$ cat src/hdl/bus_utilization_accumulator_core_macros.svh
// Assertion helpers shared by the RTL files.
`ifndef BUS_UTILIZATION_ACCUMULATOR_CORE_MACROS_SVH
`define BUS_UTILIZATION_ACCUMULATOR_CORE_MACROS_SVH
`ifndef ASSERT_OFF
// Plain property, checked at every rising edge outside reset.
`define BUA_ASSERT(lbl, clk, rst_n, prop, msg) \
	lbl: assert property (@(posedge clk) disable iff (!rst_n) prop) \
		else $error(msg);
// Antecedent in this cycle, consequent in the next one.
`define BUA_ASSERT_NEXT(lbl, clk, rst_n, ante, cons, msg) \
	lbl: assert property (@(posedge clk) disable iff (!rst_n) (ante) |=> (cons)) \
		else $error(msg);
`else
`define BUA_ASSERT(lbl, clk, rst_n, prop, msg)
`define BUA_ASSERT_NEXT(lbl, clk, rst_n, ante, cons, msg)
`endif
`endif

$ cat src/hdl/bua_pkg.sv
package bua_pkg;

	// Item opcodes
	typedef enum logic {
		OP_ADD   = 1'b0,
		OP_QUERY = 1'b1
	} opcode_t;

	// Monitor set codes
	typedef enum logic [1:0] {
		SET_DDR     = 2'd0,
		SET_RIGHT   = 2'd1,
		SET_CPU     = 2'd2,
		SET_INVALID = 2'd3
	} set_t;

	// Result status codes
	typedef enum logic [1:0] {
		STAT_OK      = 2'd0,
		STAT_OVF     = 2'd1,
		STAT_INVALID = 2'd2
	} status_t;

	// Member index width: holds every set bound plus one
	localparam int MEM_W = 3;

	localparam logic [MEM_W-1:0] DDR_FIRST   = 3'd0;
	localparam logic [MEM_W-1:0] DDR_LAST    = 3'd2;
	localparam logic [MEM_W-1:0] RIGHT_FIRST = 3'd3;
	localparam logic [MEM_W-1:0] RIGHT_LAST  = 3'd3;
	localparam logic [MEM_W-1:0] CPU_FIRST   = 3'd4;
	localparam logic [MEM_W-1:0] CPU_LAST    = 3'd4;

	typedef struct packed {
		opcode_t     opcode;
		logic [2:0]  monitor_index;
		logic [31:0] data_count;
		logic [31:0] cycle_count;
		logic        cycle_overflow_in;
		set_t        set_select;
	} in_item_t;

	typedef struct packed {
		logic [30:0] busy_value;
		status_t     status;
	} result_t;

	// Controller to datapath commands
	typedef struct packed {
		logic    capture;
		logic    add;
		logic    init;
		logic    load;
		logic    step;
		logic    fold;
		logic    clear;
		logic    emit;
		status_t emit_code;
	} cmd_t;

	// Datapath to controller status
	typedef struct packed {
		logic in_query;
		logic set_invalid;
		logic set_ovf;
		logic member_end;
		logic div_zero;
		logic div_last;
	} sts_t;

endpackage

$ cat src/hdl/bua_ctrl.sv
module bua_ctrl (
	input  logic          clk,
	input  logic          arst_n,
	input  logic          start,
	output logic          busy,
	input  bua_pkg::sts_t sts,
	output bua_pkg::cmd_t cmd
);

	typedef enum logic [6:0] {
		ST_IDLE = 7'b0000001,
		ST_ADD  = 7'b0000010,
		ST_QCHK = 7'b0000100,
		ST_MEMB = 7'b0001000,
		ST_DIV  = 7'b0010000,
		ST_FOLD = 7'b0100000,
		ST_FIN  = 7'b1000000
	} state_t;

	state_t state_q;
	state_t state_nxt;

	assign busy = (state_q != ST_IDLE);

	// Sequencing of add and query beats
	always_comb begin
		cmd       = '0;
		cmd.emit_code = bua_pkg::STAT_OK;
		state_nxt = state_q;
		case (state_q)
			ST_IDLE: begin
				if (start) begin
					cmd.capture = 1'b1;
					state_nxt   = sts.in_query ? ST_QCHK : ST_ADD;
				end
			end
			ST_ADD: begin
				cmd.add   = 1'b1;
				state_nxt = ST_IDLE;
			end
			ST_QCHK: begin
				if (sts.set_invalid) begin
					cmd.emit      = 1'b1;
					cmd.emit_code = bua_pkg::STAT_INVALID;
					state_nxt     = ST_IDLE;
				end else if (sts.set_ovf) begin
					cmd.emit      = 1'b1;
					cmd.emit_code = bua_pkg::STAT_OVF;
					cmd.clear     = 1'b1;
					state_nxt     = ST_IDLE;
				end else begin
					cmd.init  = 1'b1;
					state_nxt = ST_MEMB;
				end
			end
			ST_MEMB: begin
				if (sts.member_end) begin
					state_nxt = ST_FIN;
				end else begin
					cmd.load  = 1'b1;
					state_nxt = sts.div_zero ? ST_FOLD : ST_DIV;
				end
			end
			ST_DIV: begin
				cmd.step = 1'b1;
				if (sts.div_last) begin
					state_nxt = ST_FOLD;
				end
			end
			ST_FOLD: begin
				cmd.fold  = 1'b1;
				state_nxt = ST_MEMB;
			end
			ST_FIN: begin
				cmd.emit      = 1'b1;
				cmd.emit_code = bua_pkg::STAT_OK;
				cmd.clear     = 1'b1;
				state_nxt     = ST_IDLE;
			end
			default: begin
				state_nxt = ST_IDLE;
			end
		endcase
	end

	always_ff @(posedge clk or negedge arst_n) begin
		if (!arst_n) begin
			state_q <= ST_IDLE;
		end else begin
			state_q <= state_nxt;
		end
	end

endmodule

$ cat src/hdl/bua_dp.sv
`include "bus_utilization_accumulator_core_macros.svh"

module bua_dp #(
	parameter int NUM_MONITORS = 5,
	parameter int COUNT_WIDTH  = 32
) (
	input  logic              clk,
	input  logic              arst_n,
	input  bua_pkg::in_item_t item,
	input  bua_pkg::cmd_t     cmd,
	output bua_pkg::sts_t     sts,
	output logic              done,
	output bua_pkg::result_t  result
);

	localparam int CW   = COUNT_WIDTH;
	localparam int PW   = CW + 7;                  // width of count*100
	localparam int QW   = (PW > 32) ? PW : 32;
	localparam int AW   = (NUM_MONITORS > 1) ? $clog2(NUM_MONITORS) : 1;
	localparam int CNTW = $clog2(PW);
	localparam int MW   = bua_pkg::MEM_W;

	function automatic logic [30:0] sat31(input logic [QW-1:0] v);
		if (|v[QW-1:31]) begin
			return '1;
		end
		return v[30:0];
	endfunction

	bua_pkg::in_item_t item_q;
	logic [CW-1:0]     data_sum_q  [NUM_MONITORS];
	logic [CW-1:0]     cycle_sum_q [NUM_MONITORS];
	logic [NUM_MONITORS-1:0] ovf_q;

	logic [MW-1:0]   mem_q;
	logic [CW-1:0]   div_q;
	logic [CW-1:0]   rem_q;
	logic [PW-1:0]   dq_q;
	logic [CNTW-1:0] cnt_q;
	logic            zero_q;
	logic [30:0]     zsat_q;
	logic [30:0]     best_q;
	logic            done_q;
	bua_pkg::result_t result_q;

	// Item capture
	always_ff @(posedge clk) begin
		if (cmd.capture) begin
			item_q <= item;
		end
	end

	// Set decode
	logic [MW-1:0] set_first;
	logic [MW-1:0] set_last;
	logic          set_invalid;
	always_comb begin
		set_first   = bua_pkg::DDR_FIRST;
		set_last    = bua_pkg::DDR_LAST;
		set_invalid = 1'b0;
		case (item_q.set_select)
			bua_pkg::SET_DDR: begin
				set_first = bua_pkg::DDR_FIRST;
				set_last  = bua_pkg::DDR_LAST;
			end
			bua_pkg::SET_RIGHT: begin
				set_first = bua_pkg::RIGHT_FIRST;
				set_last  = bua_pkg::RIGHT_LAST;
			end
			bua_pkg::SET_CPU: begin
				set_first = bua_pkg::CPU_FIRST;
				set_last  = bua_pkg::CPU_LAST;
			end
			default: begin
				set_invalid = 1'b1;
			end
		endcase
	end

	// Any overflow mark among the set members
	logic set_ovf;
	always_comb begin
		set_ovf = 1'b0;
		for (int i = 0; i < NUM_MONITORS; i++) begin
			if (i >= int'(set_first) && i <= int'(set_last) && ovf_q[i]) begin
				set_ovf = 1'b1;
			end
		end
	end

	// Shared accumulator read port
	logic          idx_ok;
	logic [AW-1:0] rd_idx;
	logic [CW-1:0] rd_data;
	logic [CW-1:0] rd_cyc;
	assign idx_ok  = int'(item_q.monitor_index) < NUM_MONITORS;
	assign rd_idx  = cmd.add ? AW'(item_q.monitor_index) : AW'(mem_q);
	assign rd_data = data_sum_q[rd_idx];
	assign rd_cyc  = cycle_sum_q[rd_idx];

	// Snapshot add, carry out of the cycle sum or the overflow input marks overflow
	logic [CW-1:0] add_data;
	logic [CW:0]   add_cyc;
	assign add_data = rd_data + CW'(item_q.data_count);
	assign add_cyc  = {1'b0, rd_cyc} + {1'b0, CW'(item_q.cycle_count)};

	always_ff @(posedge clk or negedge arst_n) begin
		if (!arst_n) begin
			for (int i = 0; i < NUM_MONITORS; i++) begin
				data_sum_q[i]  <= '0;
				cycle_sum_q[i] <= '0;
			end
			ovf_q <= '0;
		end else if (cmd.clear) begin
			for (int i = 0; i < NUM_MONITORS; i++) begin
				data_sum_q[i]  <= '0;
				cycle_sum_q[i] <= '0;
			end
			ovf_q <= '0;
		end else if (cmd.add && idx_ok) begin
			data_sum_q[rd_idx]  <= add_data;
			cycle_sum_q[rd_idx] <= add_cyc[CW-1:0];
			if (add_cyc[CW] || item_q.cycle_overflow_in) begin
				ovf_q[rd_idx] <= 1'b1;
			end
		end
	end

	// count*100 as shift-add
	logic [PW-1:0] prod;
	logic [PW-1:0] d_ext;
	assign d_ext = PW'(rd_data);
	assign prod  = (d_ext << 6) + (d_ext << 5) + (d_ext << 2);

	// Restoring divider step, one quotient bit a cycle
	logic [CW:0] rem_ext;
	logic [CW:0] rem_diff;
	logic        rem_ge;
	assign rem_ext  = {rem_q, dq_q[PW-1]};
	assign rem_ge   = rem_ext >= {1'b0, div_q};
	assign rem_diff = rem_ext - {1'b0, div_q};

	logic [30:0] member_val;
	assign member_val = zero_q ? zsat_q : sat31(QW'(dq_q));

	always_ff @(posedge clk) begin
		if (cmd.load) begin
			div_q  <= rd_cyc;
			rem_q  <= '0;
			dq_q   <= prod;
			cnt_q  <= CNTW'(PW - 1);
			zero_q <= (rd_cyc == '0);
			zsat_q <= sat31(QW'(prod));
		end else if (cmd.step) begin
			rem_q <= rem_ge ? rem_diff[CW-1:0] : rem_ext[CW-1:0];
			dq_q  <= {dq_q[PW-2:0], rem_ge};
			cnt_q <= cnt_q - 1'b1;
		end
	end

	// Member walk and running maximum
	always_ff @(posedge clk) begin
		if (cmd.init) begin
			mem_q  <= set_first;
			best_q <= '0;
		end else if (cmd.fold) begin
			mem_q <= mem_q + 1'b1;
			if (member_val > best_q) begin
				best_q <= member_val;
			end
		end
	end

	// Result beat
	always_ff @(posedge clk or negedge arst_n) begin
		if (!arst_n) begin
			done_q <= 1'b0;
		end else begin
			done_q <= cmd.emit;
		end
	end

	always_ff @(posedge clk) begin
		if (cmd.emit) begin
			result_q.status     <= cmd.emit_code;
			result_q.busy_value <= (cmd.emit_code == bua_pkg::STAT_OK) ? best_q : '0;
		end
	end

	assign done   = done_q;
	assign result = result_q;

	assign sts.in_query    = (item.opcode == bua_pkg::OP_QUERY);
	assign sts.set_invalid = set_invalid;
	assign sts.set_ovf     = set_ovf;
	assign sts.member_end  = (mem_q > set_last) || (int'(mem_q) >= NUM_MONITORS);
	assign sts.div_zero    = (rd_cyc == '0);
	assign sts.div_last    = (cnt_q == '0);

	`BUA_ASSERT_NEXT(a_clear_marks, clk, arst_n, cmd.clear, ovf_q == '0, "marks not cleared")
	`BUA_ASSERT_NEXT(a_fold_grows, clk, arst_n, cmd.fold, best_q >= $past(best_q), "max shrank")

endmodule

$ cat src/hdl/bus_utilization_accumulator_core.sv
// Add beat: busy in the add state after accept, no result.
// Query beat: the set is checked, then each member is loaded, divided by the shared restoring
// divider (one quotient bit a cycle over COUNT_WIDTH+7 bits) and folded into the maximum; a
// member with zero cycles skips the divider; invalid or overflowed sets strobe after the check.
// Busy drops with the strobe: one beat at a time, result strobed for one cycle, no stall.
// arst_n clears all sums, overflow marks, the controller and the result strobe.
`include "bus_utilization_accumulator_core_macros.svh"

module bus_utilization_accumulator_core #(
	parameter int NUM_MONITORS = 5,
	parameter int COUNT_WIDTH  = 32
) (
	input  logic              clk,
	input  logic              arst_n,
	input  logic              start,
	output logic              busy,
	input  bua_pkg::in_item_t item,
	output logic              done,
	output bua_pkg::result_t  result
);

	bua_pkg::cmd_t cmd;
	bua_pkg::sts_t sts;

	bua_ctrl u_ctrl (
		.clk    (clk),
		.arst_n (arst_n),
		.start  (start),
		.busy   (busy),
		.sts    (sts),
		.cmd    (cmd)
	);

	bua_dp #(
		.NUM_MONITORS (NUM_MONITORS),
		.COUNT_WIDTH  (COUNT_WIDTH)
	) u_dp (
		.clk    (clk),
		.arst_n (arst_n),
		.item   (item),
		.cmd    (cmd),
		.sts    (sts),
		.done   (done),
		.result (result)
	);

	// Add beat accepted this cycle
	logic add_accept;
	assign add_accept = start && !busy && (item.opcode == bua_pkg::OP_ADD);

	`BUA_ASSERT(a_done_idle, clk, arst_n, done |-> !busy, "result while busy")
	`BUA_ASSERT(a_add_silent, clk, arst_n, add_accept |=> ##1 !done, "add gave a result")

endmodule
$ cat config.mk
export PLATFORM = sky130hd
export DESIGN_NAME = bus_utilization_accumulator_core
export DESIGN_NICKNAME = d
export VERILOG_FILES = /design/src/hdl/bua_pkg.sv /design/src/hdl/bua_ctrl.sv /design/src/hdl/bua_dp.sv /design/src/hdl/bus_utilization_accumulator_core.sv
export VERILOG_INCLUDE_DIRS = /design/src /design/src/hdl
export SDC_FILE = /design/constraint.sdc
export NUM_CORES = 1
export LEC_CHECK = 0
export BUFFER_PORTS_ARGS = -buffer_cell sky130_fd_sc_hd__buf_2
export CELL_PAD_IN_SITES_DETAIL_PLACEMENT = 1
export CELL_PAD_IN_SITES_GLOBAL_PLACEMENT = 1
export CORE_ASPECT_RATIO = 1.5
export CORE_MARGIN = 4
export CORE_UTILIZATION = 50
export DETAILED_ROUTE_END_ITERATION = 8
export PLACE_DENSITY_LB_ADDON = 0.1
export SLEW_MARGIN = 20
export SYNTH_ARGS = -nofsm -noshare
export SYNTH_HDL_FRONTEND = slang
export SYNTH_SLANG_ARGS = --single-unit
$ cat constraint.sdc
create_clock -name clk -period 9.65 [get_ports clk]
set_clock_uncertainty 0.05 [all_clocks]
set_input_delay 1.4475 -clock clk [delete_from_list [all_inputs] [get_ports clk]]
set_output_delay 1.4475 -clock clk [all_outputs]
set_load 0.02 [all_outputs]
======== Word-level counts from Yosys, hierarchy flattened ========
Index checks and enable logic that the tools add are counted.
operators by class
  eq/ne operators ......................... 12
  bitwise gates (word level) .............. 2
  reductions and logical operators ........ 28
  muxes and demuxes ....................... 62
  order comparisons ....................... 18
  $add $sub $neg .......................... 7
operators with widths
  operator                                                        number
  160-bit 2-to-1 mux                                              4
  160-bit bitwise mux                                             2
  32-bit binary-select mux with 3-bit select                      2
  32-bit 2-to-1 mux                                               6
  31-bit 2-to-1 mux                                               5
  32-bit demux with 3-bit select                                  1
  39-bit 2-to-1 mux                                               2
  38-bit by 37-bit adder with 39-bit output                       1
  39-bit by 34-bit adder with 39-bit output                       1
  7-bit case mux with 5 select lines                              1
  32-bit by 32-bit adder with 33-bit output                       1
  33-bit by 32-bit greater-or-equal comparator with 1-bit output  1
  32-bit adder                                                    1
  32-bit zero test                                                1
  32-bit subtractor                                               1
  31-bit > comparator                                             1
  7-bit 2-to-1 mux                                                3
  1-bit 2-to-1 mux                                                20
  8-bit OR reduction                                              2
  3-bit 2-to-1 mux                                                5
  5-bit 2-to-1 mux                                                3
  1-bit logical AND                                               12
  4-bit 2-to-1 mux                                                3
  3-bit case mux with 2 select lines                              2
  37 further kinds                                                48
word-level totals
  output and inout port bits .............. 35
  flip-flop bits (word level) ............. 611

======== Depth between registers and ports, before layout ========
Gate-level depths: netlist of the first run.
  depth in word-level cells ............... 14
  gate-level depth with buffers ........... 30
  depth with buffers taken out ............ 22

======== Cells and area by module ========
Synthesis of the first run repeated with hierarchy kept, for this count alone.
second synthesis, totals
  cell total of the unflattened synthesis .. 3368
  area total of the unflattened synthesis .. 34166.5 um^2
by module, submodules not included
  module    instances  cells an instance  area each (um^2)
  bua_dp    1          3310               33622.2
  bua_ctrl  1          58                 544.3

======== Worst setup path before layout of the first run ========
No wires, ideal clock.
  kind .................................... register to register
  from .................................... reg u_ctrl.state_q[0]
  to ...................................... reg u_dp.zsat_q[11], data pin
  stages on the path, launching flop included .. 28
  data required time ...................... 9336 ps
  library setup time ...................... 264 ps
  buffers on the path ..................... 7
  setup slack ............................. 2588 ps
  arrival ................................. 6748 ps
  clock period less this slack ............ 7062 ps
  path through ............................ dfstp_2 -> or3_1 -> clkbuf_1 -> nor2_4 -> a21oi_2 -> buf_2 -> clkbuf_1 -> clkbuf_1 -> buf_1 -> nand2_1 -> nand3_1 -> nand2_1 -> fa_1 -> inv_1 -> ha_1 -> fa_1 -> a21o_1 -> a21boi_0 -> o31ai_1 -> o211ai_1 -> a211oi_1 -> or3_1 -> a21oi_1 -> o2111ai_1 -> nor4b_1 -> clkbuf_1 -> clkbuf_1 -> nand2_1
on the way
  longest elaborated chain between the ends .. 13
ends and longest elaborated chain
  what                                                        line            RTL
  start: declaration                                          bua_ctrl.sv:20  state_t state_q;
  start signal: assignment                                    bua_ctrl.sv:90  state_q <= state_nxt;
  7-bit by 2-bit == test with 1-bit output (*)                bua_ctrl.sv:30  case (state_q)
  1-bit 2-to-1 mux (*)                                        bua_ctrl.sv:30
  3-bit 2-to-1 mux (*)                                        bua_dp.sv:97    assign rd_idx = cmd.add ? AW'(item_q.monitor_index) : AW'(mem_q);
  3-bit inverter with 4-bit output (not written as such) (*)  bua_dp.sv:98    assign rd_data = data_sum_q[rd_idx];
  32-bit binary-select mux with 3-bit select (*)              bua_dp.sv:98
  32-bit 2-to-1 mux (not written as such) (*) (2 in a row)    bua_dp.sv:98
  38-bit by 37-bit adder with 39-bit output                   bua_dp.sv:133   assign prod = (d_ext << 6) + (d_ext << 5) + (d_ext << 2);
  39-bit by 34-bit adder with 39-bit output (*)               bua_dp.sv:133
  8-bit OR reduction                                          bua_dp.sv:24    if (|v[QW-1:31]) begin
  1-bit 2-to-1 mux                                            bua_dp.sv:24
  1-bit 2-to-1 mux                                            bua_dp.sv:147   if (cmd.load) begin
  31-bit 2-to-1 mux (*)                                       bua_dp.sv:27    return v[30:0];
  end signal: assignment                                      bua_dp.sv:153   zsat_q <= sat31(QW'(prod));
  end: declaration                                            bua_dp.sv:41    logic [30:0] zsat_q;
Mark *: on every way between the ends. The rest lies on a longest branch, timed or not. The select of a mux whose other input is x is not followed.
A chain may end at the register's enable or synchronous reset.

======== Worst setup path in the final report of the first run ========
  from .................................... reg u_ctrl.state_q[6]
  to ...................................... reg u_dp.zsat_q[4], data pin
on the way
  elaborated cells between the ends (all ways) .. 13
  those cells by class .................... 2 x add/sub; 1 x eq/ne; 8 x mux; 1 x bitwise; 1 x reduce/logical
RTL lines
  what                                                    line            RTL
  7-bit by 2-bit == test with 1-bit output                bua_ctrl.sv:30
  1-bit 2-to-1 mux                                        bua_ctrl.sv:30
  3-bit 2-to-1 mux                                        bua_dp.sv:97
  3-bit inverter with 4-bit output (not written as such)  bua_dp.sv:98
  32-bit binary-select mux with 3-bit select              bua_dp.sv:98
  32-bit 2-to-1 mux (not written as such) (2 in a row)    bua_dp.sv:98
  39-bit by 34-bit adder with 39-bit output               bua_dp.sv:133
  named net u_dp.prod[4]                                  bua_dp.sv:130   logic [PW-1:0] prod;
  31-bit 2-to-1 mux                                       bua_dp.sv:27
The timed path passes the listed nets, and every way through them passes these cells. The select of a mux whose other input is x is not followed.

==> results by group, run 1 <==
Die
  • CORE AREA: 66800 sq um
  • DIE AREA: 71700 sq um
  • Die H: 326 um
  • Initial Util: 0.505
  • I/O Pins: 109
  • Die Span X: 220 um
  • Rows: 116

Worst setup path
  • Worst-path maximum fanout: 57
  • CP Launch Type: flop
  • CP Capture Type: flop
  • CP delay by family, top: compound AO/OA/AOI/OAI gates
  • Setup Crit Path Kind: flop to flop
  • Max stage delay on crit path: 0.67 ns
  • Req. time, crit path: 9.92 ns
  • Slowest CP cell: buf_4
  • CP cell instances: nor4b_4 -> nand2_2 -> mux2i_4 -> buf_4 -> nor2_1 -> a2111oi_0 -> o21ai_0 -> inv_1 -> fa_1 -> ha_1 -> a21o_1 -> a21boi_0 -> o31ai_1 -> o211ai_1 -> a211oi_1 -> o21ai_0 -> a21oi_1 -> o2111ai_1 -> nor4b_2 -> buf_4 -> nand2_1
  • Worst path bufs/invs: 3
  • Crit path DAT: 8.06 ns

Timing
  • Final period utilization: 0.808
  • Minimum clock period: 7.80 ns
  • Final WS setup: 1.85 ns
  • Total negative slack: 0 ns
  • Worst-margin pin slew: 1.18 ns
  • RSZ-0062 raised after global routing: false
  • Setup Viol. Count Final: 0
  • Final hold violations: 0
  • Pins Over Slew Limit: 0
  • Max_slew headroom: 0.208
  • Fmax: 0.128 GHz

Routing
  • Vias: 28452
  • WL final: 112 mm
  • DR DRC count: 0
  • Routed Antenna Nets: 0
  • DRT iter0 DRCs: 2075
  • Vias per inst: 6.31
  • First drt pass iteration count: 5
  • WL/cell: 24.8 um

Global route
  • GR Overflow Total: 0
  • First-pass GRT wire length: 174 mm
  • Initial antenna violation count: 1
  • Vias in the first global route: 30493
  • GRT Overall Usage: 0.308
  • Pin count of the biggest net entering global routing: 186

Final layout
  • Fin cells: 4508
  • Most frequent cells in the layout: nand2_1 (407), o21ai_0 (401), dfrtp_1 (332)
  • Filler instances: 7487
  • Share of layout cells above drive strength 1: 0.0911
  • Design area: 37400 sq um
  • Antenna cells: 0
  • Commonest non-fill, non-tap cell in the layout: nand2_1
  • Area growth syn-to-layout: 10.9%
  • Net count, final: 3848

Clocking
  • Worst-Skew Late Latency: 0.63 ns
  • H-Tree Depth: 3
  • Root buf cell: clkbuf_16
  • Clock Pin Slew Worst Setup and Hold Paths: 0.07 ns
  • Max Root-Sink Buffers: 3
  • Clock net sink count: 610
  • CTS resizes: 0
  • CTS buffer count: 66
  • Post-CTS Hold Fix Bufs: 0
  • CTS tree: yes
  • Post-CTS Setup Repair Bufs: 0

Outcome
  • Outcome: completed

Place
  • Gpl congestion: 0.892
  • DPL Wire Length: 75.8 mm
  • Post-DP Area: 35100 sq um
  • Post-Place Cells: 4383
  • Worst slack, placed: 1.92 ns
  • Port Buffers: 108

Logic synthesis
  • Asr flop ratio synth: 0.546
  • Post-synthesis cell type count: 88
  • Post-synth EDFFs: 208
  • Gate Count Post-Synth: 3537
  • Main synth FF type: dfrtp_1
  • Net count after synthesis: 3816
  • Synthesized area per cell: 9.53 sq um
  • Synth Register Bits: 610
  • Register area share after synthesis: 0.474
  • Ys Warns: 0
  • Cell area after synthesis: 33700 sq um

Min path
  • Min-delay worst type: flop to flop

Pwr
  • Max IR drop VDD: 0.000188 V
  • Pwr/cell area: 251 nW/um^2
  • Lkg Pwr: 0.0167 uW

Run
  • Maxcap violations: 0
[layer usage]
metal,vias to the layer above,part of all wire,GRT usage
met2,863,0.50,0.531
li1,12851,-,-
met3,288,0.050,0.0422
met5,-,0,0
met1,14450,0.41,0.386
met4,0,0.045,0.130
[kinds of logic (layout without fill, tap and decap cells)]
group           count (synthesis)  after routing  synth area share
compound gates               1132           1132             0.210
flops                         610            610             0.474
xor+xnor                      121            121            0.0314
fa+ha+maj                     206            206            0.0804
simple gates                 1029           1029             0.142
mux                            52             52            0.0190
buf+inv                       387            473            0.0437
[synth_stat cells, types with 8 or more instances]
| library cell | n | area, sq um |
|---|---|---|
| buf_2 | 10 | 50.1 |
| a32o_1 | 18 | 180 |
| clkbuf_1 | 167 | 627 |
| nand2_1 | 409 | 1540 |
| nor2b_1 | 22 | 138 |
| dfxtp_1 | 69 | 1380 |
| a22oi_1 | 14 | 105 |
| dfrtp_1 | 332 | 8310 |
| a22o_1 | 102 | 893 |
| inv_1 | 192 | 721 |
| nor2_1 | 179 | 672 |
| o21bai_1 | 30 | 225 |
| fa_1 | 18 | 360 |
| edfxtp_1 | 208 | 6250 |
| a31oi_1 | 33 | 206 |
| a211oi_1 | 15 | 113 |
| nand4_1 | 18 | 113 |
| xor2_1 | 61 | 534 |
| a21o_1 | 90 | 676 |
| nand2b_1 | 29 | 181 |
| mux2i_1 | 36 | 360 |
| mux4_2 | 8 | 180 |
| buf_1 | 16 | 60.1 |
| o21a_1 | 23 | 173 |
| ha_1 | 187 | 2340 |
| o21ai_1 | 25 | 125 |
| xnor2_1 | 60 | 526 |
| a2111oi_0 | 9 | 78.8 |
| and2_1 | 14 | 87.6 |
| and3_1 | 25 | 156 |
| a32oi_1 | 10 | 87.6 |
| a221o_1 | 8 | 80.1 |
| or3_1 | 13 | 81.3 |
| a21oi_1 | 247 | 1240 |
| o22ai_1 | 8 | 50.1 |
| nor4_1 | 11 | 68.8 |
| a221oi_1 | 9 | 78.8 |
| o21ai_0 | 404 | 2020 |
| nand3_1 | 225 | 1130 |
| o211ai_1 | 12 | 90.1 |
| or2_2 | 10 | 62.6 |
| nor3_1 | 32 | 160 |
[worst min-delay path: stages, from the launching register on]
cell,delay [ns]
dfxtp_1,0.31
o21ai_0,0.06
a21oi_1,0.06
[layout make-up]
type,instances,area (sq um),share of cell area
Timing Repair Buffer,159,998,0.0267
Sequential cell,610,16000,0.427
Multi-Input combinational cell,2540,16400,0.440
Inverter,192,721,0.0193
Clock buffer,95,1900,0.0509
Clock inverter,27,258,0.00690
Tap cell,885,1110,0.0296
[state kept, by name, indices dropped and copies added, names as in the netlist]
signal,cells
u_ctrl.state_q,7
u_dp.best_q,31
u_dp.cnt_q,6
u_dp.cycle_sum_q,160
u_dp.data_sum_q,160
u_dp.div_q,32
u_dp.done,1
u_dp.dq_q,39
u_dp.item_q,70
u_dp.mem_q,3
u_dp.ovf_q,5
u_dp.rem_q,32
u_dp.result,33
u_dp.zero_q,1
u_dp.zsat_q,30
[where the power goes]
part / leakage, uW / internal, uW / total (uW) / switching, uW
Clock: 0.00106 / 1470 / 2580 / 1110
Combinational: 0.00862 / 1140 / 3300 / 2160
Sequential: 0.00702 / 3200 / 3510 / 310
[final timing paths]
path / slack [ns] / end / from / depth (start not counted)
worst max-delay path: 1.85 / u_dp.zsat_q[4] / u_ctrl.state_q[6] / 21
worst min-delay path: 0.43 / u_dp.best_q[4] / u_dp.best_q[4] / 2
worst max register to register: 1.85 / u_dp.zsat_q[4] / u_ctrl.state_q[6] / 21
worst min register to register: 0.43 / u_dp.best_q[4] / u_dp.best_q[4] / 2
max in group asynchronous: 7.30 / u_dp.cycle_sum_q[90] / arst_n / 3
min in group asynchronous: 0.73 / u_dp.data_sum_q[91] / arst_n / 1
[per-stage QoR]
stage / total power [uW] / util / hold slack [ns]
after floorplan: 5650 / - / 0.392
after global placement: 6590 / 0.526 / 0.406
after detailed placement: 6770 / 0.526 / 0.418
after CTS: 9370 / 0.559 / 0.428
after global routing: 9900 / 0.560 / 0.452
final: 9380 / 0.560 / 0.427
No activity file was read; power rests on OpenSTA's default activity.
==> run 2: changes to the inputs <==
--- a/config.mk
+++ b/config.mk
@@ -6,12 +6,13 @@
 export SDC_FILE = /design/constraint.sdc
 export NUM_CORES = 1
 export LEC_CHECK = 0
+export ABC_AREA = 1
 export BUFFER_PORTS_ARGS = -buffer_cell sky130_fd_sc_hd__buf_2
 export CELL_PAD_IN_SITES_DETAIL_PLACEMENT = 1
 export CELL_PAD_IN_SITES_GLOBAL_PLACEMENT = 1
 export CORE_ASPECT_RATIO = 1.5
 export CORE_MARGIN = 4
-export CORE_UTILIZATION = 50
+export CORE_UTILIZATION = 48
 export DETAILED_ROUTE_END_ITERATION = 8
 export PLACE_DENSITY_LB_ADDON = 0.1
 export SLEW_MARGIN = 20
==> constraint.sdc (replaced) <==
create_clock -name clk -period 7.5 [get_ports clk]
set_clock_uncertainty 0.05 [all_clocks]
set_input_delay 1.125 -clock clk [delete_from_list [all_inputs] [get_ports clk]]
set_output_delay 1.125 -clock clk [all_outputs]
set_load 0.02 [all_outputs]
==> results by group, run 2 <==
Outcome
  • Outcome: completed

Run
  • Maxcap violations: 0 (unchanged)

Pwr
  • Max IR drop VDD: 0.000217 V (+16%)
  • Pwr/cell area: 351 nW/um^2 (+40%)
  • Lkg Pwr: 0.0174 uW (+4.1%)

Global route
  • GR Util met1: 0.367 (-0.0187)
  • M3 GR Usage: 0.0375 (-0.00469)
  • First-pass GRT wire length: 175 mm (+0.31%)
  • Pin count of the biggest net entering global routing: 168 (-9.7%)
  • Vias in the first global route: 30790 (+0.97%)
  • Met2 usage: 0.518 (-0.0120)
  • Top Usage Layer GRT: met2
  • GR Overflow Total: 0 (unchanged)
  • Initial antenna violation count: 2 (+1)
  • GRT Overall Usage: 0.296 (-0.0121)

Timing
  • Final period utilization: 0.838 (+0.0302)
  • Setup Viol. Count Final: 0 (unchanged)
  • Max_slew headroom: 0.253 (+0.0449)
  • Minimum clock period: 6.29 ns (-1.51 ns)
  • Total negative slack: 0 ns (unchanged)
  • Final hold violations: 0 (unchanged)
  • Hold slack: 0.420 ns (-0.00647 ns)
  • Worst-margin pin slew: 1.11 ns (-0.0662 ns)
  • RSZ-0062 raised after global routing: false
  • Pins Over Slew Limit: 0 (unchanged)
  • Fmax: 0.159 GHz (+24%)

Routing
  • WL/cell: 22.5 um (-9.5%)
  • DR DRC count: 0 (unchanged)
  • Vias: 28742 (+1.0%)
  • DRT iter0 DRCs: 1870 (-9.9%)
  • Routed Antenna Nets: 0 (unchanged)
  • WL final: 111 mm (-0.69%)
  • First drt pass iteration count: 8 (+3)
  • Vias per inst: 5.81 (-7.9%)

Logic synthesis
  • Ys Warns: 0 (unchanged)
  • Post-synthesis cell type count: 68 (-23%)
  • Net count after synthesis: 4183 (+9.6%)
  • Asr flop ratio synth: 0.546 (unchanged)
  • Gate Count Post-Synth: 3904 (+10%)
  • Most area-hungry cell type in the Yosys netlist: dfrtp_1
  • Synthesized area per cell: 8.59 sq um (-9.9%)
  • Synth top area share: 0.248 (+0.00130)
  • Main synth FF type: dfrtp_1
  • Synth Register Bits: 610 (unchanged)
  • Post-synth EDFFs: 208 (unchanged)
  • Commonest cells in the netlist: nand2_1 (813), inv_1 (424), dfrtp_1 (332)
  • Cell area after synthesis: 33500 sq um (-0.52%)
  • Top post-synthesis cells by area: dfrtp_1 (25%), edfxtp_1 (19%), nand2_1 (9.1%)
  • Register area share after synthesis: 0.476 (+0.00249)
  • Most frequent cell after synthesis: nand2_1

Worst setup path
  • Crit-path most repeated cell: nand2_1
  • FF-to-FF Start: u_ctrl.state_q[0]
  • Req. time, crit path: 7.96 ns (-1.96 ns)
  • Setup Crit Path Kind: flop to flop
  • CP Capture Type: flop
  • Worst r2r dst: u_dp.cycle_sum_q[127]
  • CP cell instances: inv_1 -> nand2_1 -> nor2_4 -> nand2_4 -> nand2_1 -> nand2_4 -> inv_4 -> nand2_2 -> buf_4 -> nor2_4 -> inv_2 -> nor2_1 -> nor4_1 -> inv_1 -> ha_1 -> nand2_1 -> nor4_1 -> nand3_1 -> nand2_1 -> nand2_1 -> o211ai_1 -> nand2_1 -> nand3_1 -> o21ai_0
  • CP delay by family, top: simple AND/OR/NAND/NOR gates
  • Worst path bufs/invs: 5 (+2)
  • Depth of the most critical reg-to-reg path: 24 (+14%)
  • Register-to-register setup slack: 1.21 ns (-0.64 ns)
  • Max stage delay on crit path: 0.81 ns (+0.14 ns)
  • Crit path DAT: 6.75 ns (-1.31 ns)
  • Crit path from: u_ctrl.state_q[0]
  • Slowest CP cell: nor4_1
  • CP Launch Type: flop
  • Worst-path maximum fanout: 28 (-51%)

Die
  • Die Span X: 224 um (+1.7%)
  • Die H: 332 um (+1.8%)
  • Initial Util: 0.485 (-0.0196)
  • DIE AREA: 74200 sq um (+3.5%)
  • Rows: 118 (+1.7%)
  • I/O Pins: 109 (unchanged)
  • CORE AREA: 69100 sq um (+3.5%)

Final layout
  • Commonest non-fill, non-tap cell in the layout: nand2_1
  • Filler instances: 8211 (+9.7%)
  • Most frequent cells in the layout: nand2_1 (811), inv_1 (420), dfrtp_1 (332)
  • Final core utilization: 0.537 (-0.0230)
  • Top flop regs: u_dp.cycle_sum_q x160, u_dp.data_sum_q x160, u_dp.item_q x70
  • Net count, final: 4272 (+11%)
  • Share of layout cells above drive strength 1: 0.0875 (-0.00357)
  • Area growth syn-to-layout: 10.7%

Clocking
  • Max Root-Sink Buffers: 3 (unchanged)
  • Post-CTS Setup Repair Bufs: 0 (unchanged)
  • CTS resizes: 0 (unchanged)
  • Post-CTS Hold Fix Bufs: 0 (unchanged)
  • Worst-Skew Late Latency: 0.67 ns (+0.04 ns)
  • Root buf cell: clkbuf_16
  • Clock Pin Slew Worst Setup and Hold Paths: 0.06 ns (about the same)
  • Clock net sink count: 610 (unchanged)
  • CTS tree: yes
  • H-Tree Depth: 2 (-1)
  • CTS buffer count: 61 (-7.6%)

Place
  • Gpl congestion: 0.911 (+2.1%)
  • DPL Wire Length: 79.4 mm (+4.8%)
  • Port Buffers: 108 (unchanged)

Min path
  • Min-delay worst type: flop to flop
  • Worst hold path cell count: 2 (unchanged)
  • WHS Endpoint: u_dp.rem_q[5]
  • Hold_sp: u_dp.rem_q[5]
-- run 2: cell types whose count changed in the layout (fill, tap and decap cells not counted), sizes merged, moves of 26 or more --
cell	delta
nand2	+413
nand2b	-29
a22o	-98
xor2	-26
inv	+249
o22ai	+113
mux2i	-37
o21ai	-71
a21o	-63
nor2	+136
-- run 2: power breakdown --
group | total [uW] | leakage (uW) | internal (uW) | switching (uW)
logic | 5060 | 0.00939 | 1600 | 3460
registers | 4870 | 0.00702 | 4430 | 444
clock network | 3100 | 0.000976 | 1710 | 1390
-- run 2: metal layers --
| metal | up-vias | part of all wire | wire length (um) |
|---|---|---|---|
| met5 | - | 0 | 0 |
| met4 | 0 | 0.049 | 5420 |
| met3 | 243 | 0.043 | 4720 |
| met2 | 652 | 0.50 | 55200 |
| met1 | 14359 | 0.41 | 45700 |
| li1 | 13488 | - | - |
-- run 2: worst max-delay path by stage --
stage | endpoint | slack (ns) | cells past startpoint
6_report | u_dp.cycle_sum_q[127] | 1.21 | 24
5_1_grt | u_dp.zsat_q[12] | 0.75 | 35
4_1_cts | u_dp.zsat_q[30] | 1.27 | 30
3_5_place_dp | u_dp.zsat_q[8] | 1.36 | 30
3_3_place_gp | u_dp.cycle_sum_q[127] | 1.58 | 24
2_1_floorplan | u_dp.rem_q[12] | 1.01 | 15
-- run 2: layout make-up --
class,instances,area [sq um],area share
Sequential cell,610,16000,0.430
Multi-Input combinational cell,2714,15400,0.414
Clock buffer,93,1810,0.0488
Inverter,441,1660,0.0448
Tap cell,900,1130,0.0304
Timing Repair Buffer,165,991,0.0267
Clock inverter,22,189,0.00509
Antenna cell,2,5.00,0.000135
-- run 2: tightest hold or removal path, delay by kind of cell, from the launching register on --
kind / cells / cell delay [ns]
simple gates: 2 / 0.10
flops: 1 / 0.32
-- run 2: cells by family (layout without fill, tap and decap cells) --
kind of cell / count (synthesis) / count (layout) / synth area share
flops: 610 / 610 / 0.476
compound gates: 916 / 916 / 0.162
simple gates: 1494 / 1494 / 0.188
other cells: 0 / 2 / 0
fa+ha+maj: 205 / 205 / 0.0805
xor+xnor: 99 / 99 / 0.0259
buf+inv: 580 / 721 / 0.0679
-- run 2: per-stage QoR --
stage | cells | total power [uW] | setup slack (ns) | area [sq um]
finish | 4947 | 13000 | 1.21 | 37100
detailed placement | 4830 | 9900 | 1.36 | 35100
global placement | 4830 | 9700 | 1.58 | 35100
floorplan | 3904 | 8190 | 1.01 | 33500
CTS | 4945 | 13000 | 1.27 | 37100
global route | 4945 | 13900 | 0.750 | 37100
==> run 3: changes to the inputs <==
--- a/config.mk
+++ b/config.mk
@@ -12,7 +12,7 @@
 export CELL_PAD_IN_SITES_GLOBAL_PLACEMENT = 1
 export CORE_ASPECT_RATIO = 1.5
 export CORE_MARGIN = 4
-export CORE_UTILIZATION = 48
+export CORE_UTILIZATION = 44
 export DETAILED_ROUTE_END_ITERATION = 8
 export PLACE_DENSITY_LB_ADDON = 0.1
 export SLEW_MARGIN = 20
==> constraint.sdc (replaced) <==
create_clock -name clk -period 5.4 [get_ports clk]
set_clock_uncertainty 0.05 [all_clocks]
set_input_delay 0.81 -clock clk [delete_from_list [all_inputs] [get_ports clk]]
set_output_delay 0.81 -clock clk [all_outputs]
set_load 0.02 [all_outputs]
==> results by group, run 3 (synthesis gave the netlist of run 2 again) <==
Final layout
  • Top flop regs: u_dp.cycle_sum_q x160, u_dp.data_sum_q x160, u_dp.item_q x70
  • Share of layout cells above drive strength 1: 0.136 (+0.0481)
  • Net count, final: 4420 (+3.5%)
  • Storage element area: 16000 sq um (unchanged)
  • Filler instances: 8828 (+7.5%)
  • Multi-input logic area: 15800 sq um (+2.9%)
  • Most frequent cells in the layout: nand2_1 (801), inv_1 (417), dfrtp_1 (332)
  • Antenna cells: 0 (-2)
  • Area growth syn-to-layout: 16.7%
  • Commonest non-fill, non-tap cell in the layout: nand2_1
  • Final core utilization: 0.520 (-0.0171)

Clocking
  • Max Root-Sink Buffers: 3 (unchanged)
  • Root buf cell: clkbuf_16
  • Clock net sink count: 610 (unchanged)
  • Clock Pin Slew Worst Setup and Hold Paths: 0.06 ns (about the same)
  • Post-CTS Hold Fix Bufs: 0 (unchanged)
  • CTS tree: yes
  • CTS buffer count: 66 (+8.2%)
  • H-Tree Depth: 3 (+1)
  • Worst-Skew Late Latency: 0.63 ns (-0.04 ns)

Worst setup path
  • Register-to-register setup slack: 0.26 ns (-0.95 ns)
  • Worst-path maximum fanout: 14 (-50%)
  • CP Capture Type: flop
  • Worst path bufs/invs: 8 (+3)
  • Setup Crit Path Kind: flop to flop
  • Slowest CP cell: dfstp_2
  • CP Launch Type: flop
  • CP delay by family, top: simple AND/OR/NAND/NOR gates
  • Crit-path most repeated cell: nand2_1
  • Req. time, crit path: 5.72 ns (-2.24 ns)
  • Max stage delay on crit path: 0.53 ns (-0.28 ns)
  • Crit path DAT: 5.45 ns (-1.30 ns)
  • Logic depth of the worst setup path including buffers: 31 (+29%)
  • Depth of the most critical reg-to-reg path: 31 (+29%)

Routing
  • Vias: 29512 (+2.7%)
  • DR DRC count: 0 (unchanged)
  • WL/cell: 22.4 um (-0.14%)
  • Routed Antenna Nets: 0 (unchanged)
  • First drt pass iteration count: 5 (-3)
  • WL final: 116 mm (+4.9%)
  • Vias per inst: 5.68 (-2.2%)
  • DRT iter0 DRCs: 1791 (-4.2%)

Run
  • Maxcap violations: 0 (unchanged)

Place
  • DPL Wire Length: 82.6 mm (+4.0%)
  • Gpl congestion: 0.924 (+1.4%)
  • Port Buffers: 108 (unchanged)
  • Worst slack, placed: -0.0545 ns (-1.41 ns)

Timing
  • Final period utilization: 0.952 (+0.114)
  • Max_slew headroom: 0.251 (-0.00262)
  • Pins Over Slew Limit: 0 (unchanged)
  • Hold slack: 0.134 ns (-0.286 ns)
  • Final WS setup: 0.260 ns (-0.954 ns)
  • Setup Viol. Count Final: 0 (unchanged)
  • Worst-margin pin slew: 1.12 ns (+0.00917 ns)
  • Fmax: 0.195 GHz (+22%)
  • Final hold violations: 0 (unchanged)
  • Minimum clock period: 5.14 ns (-1.15 ns)

Die
  • Die Span X: 233 um (+4.3%)
  • Initial Util: 0.446 (-0.0397)
  • Rows: 123 (+4.2%)
  • CORE AREA: 75300 sq um (+8.9%)
  • Die H: 346 um (+4.3%)
  • I/O Pins: 109 (unchanged)
  • DIE AREA: 80800 sq um (+8.8%)

Pwr
  • Pwr/cell area: 501 nW/um^2 (+43%)
  • Max IR drop VDD: 0.000338 V (+55%)
  • Overall power: 19600 uW (+50%)
  • Lkg Pwr: 0.0183 uW (+5.4%)

Global route
  • Initial antenna violation count: 1 (-1)
  • Pin count of the biggest net entering global routing: 137 (-18%)
  • Vias in the first global route: 30733 (-0.19%)
  • GRT Overall Usage: 0.282 (-0.0141)
  • First-pass GRT wire length: 178 mm (+1.7%)
  • GR Overflow Total: 0 (unchanged)

Outcome
  • Outcome: completed

Min path
  • Min-delay worst type: input port to asynchronous set/reset pin
## run 3: cell types whose count changed in the layout (fill, tap and decap cells not counted), moves of 6 or more
cell,delta
buf_12,+8
clkinv_1,+7
clkbuf_16,+8
nor4_2,+6
a21oi_1,-11
nor4_1,-6
o21ai_0,-8
nand2_2,+8
nand2_1,-10
a21oi_2,+11
o21ai_1,+6
buf_6,+11
buf_4,+118
ha_1,-9
## run 3: layout make-up
| type | instances | share of cell area |
|---|---|---|
| Clock buffer | 88 | 0.0467 |
| Clock inverter | 34 | 0.00790 |
| Inverter | 441 | 0.0428 |
| Multi-Input combinational cell | 2714 | 0.404 |
| Sequential cell | 610 | 0.408 |
| Tap cell | 1000 | 0.0320 |
| Timing Repair Buffer | 308 | 0.0586 |
## run 3: report_power, final
part	internal, uW	switching [uW]
combinational	3020	5200
sequential	6150	637
clock	2590	2000
## run 3: path summary, 6_finish.rpt
| kind | startpoint | to |
|---|---|---|
| max | u_ctrl.state_q[0] | u_dp.zsat_q[2] |
| min | arst_n | u_dp.data_sum_q[55] |
| max reg2reg | u_ctrl.state_q[0] | u_dp.zsat_q[2] |
| min reg2reg | u_dp.rem_q[13] | u_dp.rem_q[13] |
| max in group asynchronous | arst_n | u_dp.cycle_sum_q[71] |
| min in group clk | item[66] | u_dp.item_q[66] |
## run 3: per-layer routing
layer | vias to the layer above | share of wire | GRT usage
met5 | - | 0 | 0
met4 | 0 | 0.035 | 0.0968
met3 | 190 | 0.038 | 0.0303
met2 | 633 | 0.52 | 0.509
met1 | 14894 | 0.41 | 0.348
li1 | 13795 | - | -
## run 3: what timing repair did
item,CTS,global route
gates resized for setup,7,111
gates cloned,0,6
pin swaps,0,23
setup buffers,0,29
endpoints found under the setup margin,30,53
## run 3: worst reg2reg max path: cells and delay by family, from the launching register on
family	cells	cell delay [ns]
AOI/OAI and AO/OA	3	0.64
xor gates and xnor gates	2	0.33
adders and majority gates	2	0.68
buffers and inverters	8	0.90
DFF	1	0.53
and+or+nand+nor	16	1.75
## run 3: stage by stage
| stage | std cells | TNS, ns | cell area, sq um |
|---|---|---|---|
| floorplan | 3904 | 0 | 33500 |
| global placement | 5038 | 0 | 36100 |
| detailed placement | 5038 | -1.13 | 36100 |
| CTS | 5160 | 0 | 38200 |
| global route | 5195 | -2.49 | 39100 |
| finish | 5195 | 0 | 39100 |
